--- src/rtl/display_copper_coprocessor_assert.svh ---
// ----------------------------------------------------------------------------
// Display copper coprocessor assertion macros
// Shared assertion shorthands; each expects clock and reset in the module.
// ----------------------------------------------------------------------------
`ifndef DISPLAY_COPPER_COPROCESSOR_ASSERT_SVH
`define DISPLAY_COPPER_COPROCESSOR_ASSERT_SVH

// Same-cycle implication, disabled while reset is high.
`define DCC_ASSERT_IMPLIES(label, ante, cons, msg) \
   label: assert property (@(posedge clock) disable iff (reset) (ante) |-> (cons)) \
      else $error(msg);

// Next-cycle implication, disabled while reset is high.
`define DCC_ASSERT_NEXT(label, ante, cons, msg) \
   label: assert property (@(posedge clock) disable iff (reset) (ante) |=> (cons)) \
      else $error(msg);

`endif

--- src/rtl/dcc_pkg.sv ---
// ----------------------------------------------------------------------------
// Display copper coprocessor package
// Field widths, request codes, and the controller/datapath interface types.
// ----------------------------------------------------------------------------
package dcc_pkg;

   // Default sizes for the top-level parameters.
   localparam int MEM_BYTES_DEF  = 2048;
   localparam int STEP_LIMIT_DEF = 64;

   // At most this many MOVE results are emitted for one raster line.
   localparam int MAX_RESULTS = 64;
   localparam int MOVE_CNT_W  = $clog2(MAX_RESULTS + 1);

   // Field widths.
   localparam int OP_W     = 3;
   localparam int DATA_W   = 8;
   localparam int LINE_W   = 9;
   localparam int INDEX_W  = 11;
   localparam int PC_W     = 10;
   localparam int MODE_W   = 2;
   localparam int REG_NUM_W = 7;

   // Request codes.
   localparam logic [OP_W-1:0] OP_DATA      = 3'd0;
   localparam logic [OP_W-1:0] OP_INDEX_LO  = 3'd1;
   localparam logic [OP_W-1:0] OP_CONTROL   = 3'd2;
   localparam logic [OP_W-1:0] OP_PAIR      = 3'd3;
   localparam logic [OP_W-1:0] OP_LINE      = 3'd4;
   localparam logic [OP_W-1:0] OP_FRAME_END = 3'd5;

   // Run modes.
   localparam logic [MODE_W-1:0] MODE_STOP  = 2'd0;
   localparam logic [MODE_W-1:0] MODE_FRAME = 2'd3;

   // Commands from the controller to the datapath.
   typedef struct packed {
      logic write_op;    // Apply a bus write or frame-end request.
      logic start_line;  // Begin running a raster line.
      logic fetch;       // Read the instruction at the program counter.
      logic exec;        // Commit the fetched instruction.
      logic flush;       // Line done: release the held MOVE as the last one.
   } dcc_cmd_type;

   // Status from the datapath to the controller.
   typedef struct packed {
      logic line_runs;   // The offered raster line would execute.
      logic is_move;     // The fetched instruction is a MOVE.
      logic wait_miss;   // The fetched instruction is an unsatisfied WAIT.
      logic out_free;    // The result register can take a transfer this cycle.
      logic held_valid;  // A MOVE is held back awaiting its last flag.
   } dcc_status_type;

endpackage

--- src/rtl/dcc_ctrl.sv ---
// ----------------------------------------------------------------------------
// Display copper coprocessor controller
// Sequences request intake, instruction fetch and execute, and line flush.
// ----------------------------------------------------------------------------
module dcc_ctrl import dcc_pkg::*; #(
   parameter int STEP_LIMIT = STEP_LIMIT_DEF
) (
   input  logic            clock,
   input  logic            reset,
   input  logic            req_valid,
   input  logic [OP_W-1:0] req_op,
   output logic            req_stall,
   input  dcc_status_type  status,
   output dcc_cmd_type     cmd
);

   localparam int STEP_W = $clog2(STEP_LIMIT + 1);

   typedef enum logic [1:0] {
      S_IDLE,
      S_FETCH,
      S_EXEC,
      S_FLUSH
   } state_type;

   state_type             state_ff, state_in;
   logic [STEP_W-1:0]     step_cnt_ff, step_cnt_in;
   logic [MOVE_CNT_W-1:0] move_cnt_ff, move_cnt_in;

   logic accept;
   logic exec_block;
   logic step_done;
   logic move_done;

   // Requests are taken only between lines.
   assign req_stall  = (state_ff != S_IDLE);
   assign accept     = req_valid && !req_stall;

   // A second MOVE cannot commit until the previous one can leave.
   assign exec_block = status.is_move && status.held_valid && !status.out_free;
   assign step_done  = (step_cnt_ff == STEP_W'(STEP_LIMIT - 1));
   assign move_done  = status.is_move && (move_cnt_ff == MOVE_CNT_W'(MAX_RESULTS - 1));

   // Commands and next state.
   always_comb begin
      cmd.write_op   = accept && (req_op != OP_LINE);
      cmd.start_line = accept && (req_op == OP_LINE) && status.line_runs;
      cmd.fetch      = (state_ff == S_FETCH);
      cmd.exec       = (state_ff == S_EXEC) && !exec_block;
      cmd.flush      = (state_ff == S_FLUSH) && (status.out_free || !status.held_valid);

      state_in    = state_ff;
      step_cnt_in = step_cnt_ff;
      move_cnt_in = move_cnt_ff;

      case (state_ff)
         S_IDLE: begin
            if (cmd.start_line) begin
               state_in    = S_FETCH;
               step_cnt_in = '0;
               move_cnt_in = '0;
            end
         end
         S_FETCH: begin
            state_in = S_EXEC;
         end
         S_EXEC: begin
            if (cmd.exec) begin
               step_cnt_in = STEP_W'(step_cnt_ff + 1'b1);
               if (status.is_move) begin
                  move_cnt_in = MOVE_CNT_W'(move_cnt_ff + 1'b1);
               end
               if (status.wait_miss || step_done || move_done) begin
                  state_in = S_FLUSH;
               end else begin
                  state_in = S_FETCH;
               end
            end
         end
         S_FLUSH: begin
            if (cmd.flush) begin
               state_in = S_IDLE;
            end
         end
         default: begin
            state_in = S_IDLE;
         end
      endcase
   end

   // State and counters.
   always_ff @(posedge clock) begin
      if (reset) begin
         state_ff    <= S_IDLE;
         step_cnt_ff <= '0;
         move_cnt_ff <= '0;
      end else begin
         state_ff    <= state_in;
         step_cnt_ff <= step_cnt_in;
         move_cnt_ff <= move_cnt_in;
      end
   end

`include "display_copper_coprocessor_assert.svh"

   // The line budget is never overrun.
   `DCC_ASSERT_IMPLIES(a_step_bound, state_ff == S_EXEC, step_cnt_ff < STEP_W'(STEP_LIMIT), "step budget overrun")
   // The result limit is never overrun.
   `DCC_ASSERT_IMPLIES(a_move_bound, state_ff == S_EXEC, move_cnt_ff < MOVE_CNT_W'(MAX_RESULTS), "result limit overrun")
   // Between lines no MOVE is left behind in the datapath.
   `DCC_ASSERT_IMPLIES(a_idle_drained, state_ff == S_IDLE, !status.held_valid, "held MOVE left at line end")
   // Every line starts its budget afresh.
   `DCC_ASSERT_NEXT(a_line_fresh, cmd.start_line, (step_cnt_ff == '0) && (move_cnt_ff == '0), "counters not cleared")

endmodule

--- config.mk ---
export PLATFORM = sky130hd
export DESIGN_NAME = dcc_ctrl
export DESIGN_NICKNAME = d
export VERILOG_FILES = /design/src/rtl/dcc_pkg.sv /design/src/rtl/dcc_ctrl.sv
export VERILOG_INCLUDE_DIRS = /design/src /design/src/rtl
export SDC_FILE = /design/constraint.sdc
export NUM_CORES = 1
export LEC_CHECK = 0
export ABC_AREA = 1
export BUFFER_PORTS_ARGS = -buffer_cell sky130_fd_sc_hd__buf_2
export CAP_MARGIN = 10
export CORE_ASPECT_RATIO = 0.9
export CORE_MARGIN = 5
export CORE_UTILIZATION = 45
export CTS_BUF_LIST = sky130_fd_sc_hd__clkbuf_2 sky130_fd_sc_hd__clkbuf_4 sky130_fd_sc_hd__clkbuf_8
export DETAILED_ROUTE_END_ITERATION = 7
export MAX_ROUTING_LAYER = met4
export PLACE_DENSITY = 0.76
export SLEW_MARGIN = 20
export SYNTH_ARGS = -nofsm -noshare
export SYNTH_HDL_FRONTEND = slang
export SYNTH_SLANG_ARGS = --single-unit
--- constraint.sdc ---
create_clock -name clock -period 1.4 [get_ports clock]
set_input_delay 0.14 -clock clock [delete_from_list [all_inputs] [get_ports clock]]
set_output_delay 0.14 -clock clock [all_outputs]
set_load 0.05 [all_outputs]
== After elaboration in Yosys (flattened, before gate mapping) ==
Cells that the tools add are included.
Storage, ports and cells
  flip-flop bits (word level): 16
  bits in latches: 0
  bits in writable memories: 0
  memory bits (read-only): 0
  input port bits: 11
  output and inout bits: 6
  memories: 0
Operators by class
  add/subtract/negate cells: 2
  multipliers: 0
  div/mod/pow operators: 0
  magnitude comparators: 0
  equal/unequal tests: 11
  shift operators: 0
  multiplexer cells: 11
  bitwise gates (word level): 0
  reductions and logical operators: 22
Operator list (count)
  two-way mux 7 bit: 4
  one-hot mux 7 bit (2 select lines): 2
  adder 7 x 1 -> 7 bit, second input constant: 2
  equality test 7 x 6 -> 1 bit, second input constant: 2
  logical AND 1 bit: 9
  two-way mux 2 bit: 4
  != test 2 bit, second input constant: 4
  one-hot mux 2 bit (4 select lines): 1
  AND reduction 3 bit: 2
  equality test 2 bit, second input constant: 2
  logical NOT 1 bit: 4
  AND reduction 4 bit: 1
  nonzero test 2 bit: 2
  equality test 3 bit, second input constant: 1
  logical OR 1 bit: 3
  != test 3 bit, second input constant: 1
  equality test 2 x 1 -> 1 bit, second input constant: 1
  logical NOT 2 bit: 1

== Longest topological paths before layout ==
  depth in word-level cells: 7
  mapped depth: 9
  depth with buffers taken out: 9

== Least setup slack after synthesis ==
OpenSTA, ideal clock, no wires.
  path kind: register -> register
  from: register state_ff[1]
  to: register step_cnt_ff[4]
  setup time: 115 ps
  arrival time: 1526 ps
  required time: 1285 ps
  path slack: -240 ps
  stages on the path, launching flop included: 8
  path through: dfxtp_1 > buf_6 > nand2_2 > nor2_2 > inv_2 > nand2_2 > nor2_1 > o21a_1
RTL lines
  start: declaration: line dcc_ctrl.sv:26  | state_type state_ff, state_in;
  start signal: assignment: line dcc_ctrl.sv:98  | state_ff <= state_in;
  end signal: assignment: line dcc_ctrl.sv:99  | step_cnt_ff <= step_cnt_in;
  end: declaration: line dcc_ctrl.sv:27  | logic [STEP_W-1:0] step_cnt_ff, step_cnt_in;

==> summary.txt <==
Die
  • Die height: 54.1 um
  • Std cell rows: 16
  • Initial core utilization: 0.458
  • Die width: 59.0 um
  • Core area: 2120 um^2
  • Num ports: 17
  • Die area: 3190 um^2

Setup path
  • CP Launch Type: flop
  • Worst setup EP type: primary output
  • Arr. time, crit path: 1220 ps
  • Worst Path Max Fanout: 5
  • Worst path bufs/invs: 1
  • CP Cell Sequence: nor2_4 -> nand3_4 -> nor2_4 -> buf_6
  • Data required, critical path: 1260 ps
  • Worst path max stage delay: 380 ps
  • Critical path's top delay family: simple AND/OR/NAND/NOR gates
  • CP most frequent cell: nor2_4
  • Setup CP Type: reg -> out
  • Crit-path slowest cell: dfxtp_4

GRT
  • GRT Residual Overflow: 0
  • Largest net degree at the start of global routing: 11
  • Vias in the first global route: 870
  • Total track usage: 0.157
  • Initial antenna violation count: 0
  • First-pass GRT wire length: 3.66 mm

Yosys
  • Cell variety after synth: 23
  • Synth Area in Compound Gates: 0.152
  • Area contributors post-synth: dfxtp_1, inv_1, nor2_1
  • Adder-Cell Fraction of Synth Area: 0.0257
  • Post-synth EDFFs: 0
  • Synthesis-stage register bit count: 16
  • Synth cell count leaders: inv_1, nor2_1, nand2_1
  • Mux cell area share after synthesis: 0
  • Largest family of logic cells by synthesized area: simple AND/OR/NAND/NOR gates
  • Syn Std Cell Area: 972 um^2
  • Synth top area share: 0.329
  • Asr flop ratio synth: 0
  • Post-synthesis average cell area: 6.94 um^2
  • XOR/XNOR Fraction of Synth Area: 0.0180
  • Post-Synthesis Cells: 140
  • Total number of yosys warnings: 0
  • Sequential element share of the synthesized area: 0.329
  • Post-Synth Simple-Gate Area: 0.367
  • Top FF cell, synth: dfxtp_1
  • Biggest area consumer among synthesized cells: dfxtp_1
  • Synthesized Nets: 153

Pwr
  • Leakage: 0.557 nW
  • Cell Pwr Density: 822 nW/um^2
  • Max VDD drop: 692 uV

Clock network
  • CTS buffer count: 3
  • Clock Path Buffers: 2
  • Clock-pin slew on the worst setup and hold paths: 100 ps
  • Clock Sinks: 16
  • Hold buffer count at CTS: 0
  • CTS tree: yes
  • Clock latency on the worst-skew pair: 290 ps
  • Root Buffer: clkbuf_4
  • CTS H-Tree Depth: 1

Place
  • GPL Wtd Cong: 0.842
  • Hpwl dp: 1.68 mm
  • PortBufs: 16
  • DP Area: 1100 um^2

Finish
  • Final instance area: 1210 um^2
  • Multi-input gate area: 572 um^2
  • Layout cells sized above 1: 0.283
  • Reg area: 328 um^2
  • FILL cells: 193
  • # diodes: 0
  • Syn-to-layout area delta: 25.0%
  • Final nets: 180

Routing
  • Vias/cell: 5.16
  • Via count: 996
  • Pre-antenna DRT Iters: 4
  • WL/cell: 11.6 um
  • Drt total wl: 2.24 mm
  • Post-route ant nets: 0
  • DRC: 0
  • Initial DRC Count: 25

Timing
  • Setup TNS: 0 ps
  • Worst-margin pin slew: 323 ps
  • Normalized max-slew margin: 0.784
  • Fin crit share: 0.970
  • Final setup viols: 0
  • Fmax: 0.736 GHz
  • Endpoints failing hold: 0
  • Worst Clk Skew: 9.19 ps
  • Tmin final: 1360 ps
  • RSZ-0062 raised after global routing: yes
  • Max Slew Vio Count: 0

Status
  • Outcome: finished clean

Hold path
  • Worst hold path type: in -> reg

Flow run
  • Max cap viols: 0
per-stage QoR:
| stage | power, mW | hold slack (ps) | instances | setup slack, ps | util |
|---|---|---|---|---|---|
| 2_1_floorplan | 0.630 | 348 | 140 | -93.9 | - |
| 3_3_place_gp | 0.673 | 449 | 183 | 72.7 | 0.519 |
| 3_5_place_dp | 0.677 | 455 | 183 | -11.5 | 0.519 |
| 4_1_cts | 0.999 | 133 | 188 | 8.12 | 0.548 |
| 5_1_grt | 1.06 | 152 | 193 | -20.8 | 0.573 |
| 6_report | 0.999 | 141 | 193 | 42.2 | 0.573 |
final cells by class:
cell class | instances | share of cell area
well taps | 27 | 0.0278
inverters | 23 | 0.0711
multi-input cells | 99 | 0.471
clock buffers | 4 | 0.0299
flip-flops and latches | 16 | 0.270
repair buffers | 24 | 0.131
power breakdown:
group / leakage, nW / internal, mW / switching, mW / total (mW)
Combinational: 0.405 / 0.0805 / 0.131 / 0.212
Clock: 0.0210 / 0.158 / 0.151 / 0.310
Sequential: 0.131 / 0.465 / 0.0126 / 0.478
Total: 0.557 / 0.704 / 0.295 / 0.999
worst register-to-register path: stages, from the launching register on:
cell and delay [ps]:
dfxtp_4 380, nor2_4 150, nand3_4 110, o21bai_4 230
buf_4 160, nand4_1 90, nor2_1 100, nor2_1 40
cells in the final DEF, fill, tap and decap left out, drive strengths merged:
cell,synthesis,final
a21oi,15,15
a31o,1,1
a31oi,2,2
and3,2,2
buf,2,24
clkbuf,0,4
dfxtp,16,16
ha,2,2
inv,23,23
nand2,22,22
nand3,13,13
nand4,9,9
nor2,24,24
o21a,1,1
o21ai,5,5
o21bai,1,1
xnor2,1,1
xor2,1,1
timing repair:
action,CTS,global route
resized for setup,7,4
endpoints found under the setup margin,5,7
pin swaps,1,5
setup buffers,1,5
routing by layer:
metal / global-route usage / vias up / share of wire
met5: - / - / 0
met4: 0.0453 / 0 / 0.0072
met3: 0.0456 / 2 / 0.061
met2: 0.261 / 28 / 0.46
met1: 0.186 / 449 / 0.47
li1: - / 517 / -
worst paths after layout:
path                          startpoint                           to  slack (ps)  cells past startpoint
max reg2reg     state_ff[0]$_SDFFE_PP0P_     state_ff[1]$_SDFFE_PP0P_          60                      7
min reg2reg  move_cnt_ff[1]$_SDFFE_PP0P_  move_cnt_ff[1]$_SDFFE_PP0P_         490                      2
max             state_ff[0]$_SDFFE_PP0P_                       cmd[3]          40                      4
min                                reset  step_cnt_ff[6]$_SDFFE_PP0P_         140                      2
cells by family (layout without fill, tap and decap cells):
kind of cell               Yosys count  count (layout)
and+or+nand+nor                     70              70
buffers and inverters               25              51
AOI/OAI and AO/OA                   25              25
adders and majority gates            2               2
xor gates and xnor gates             2               2
DFF                                 16              16
state kept, by name (all words and copies together) (netlist names):
signal	cells
move_cnt_ff	7
step_cnt_ff	7
state_ff	2
(Power assumes the default switching activity.)
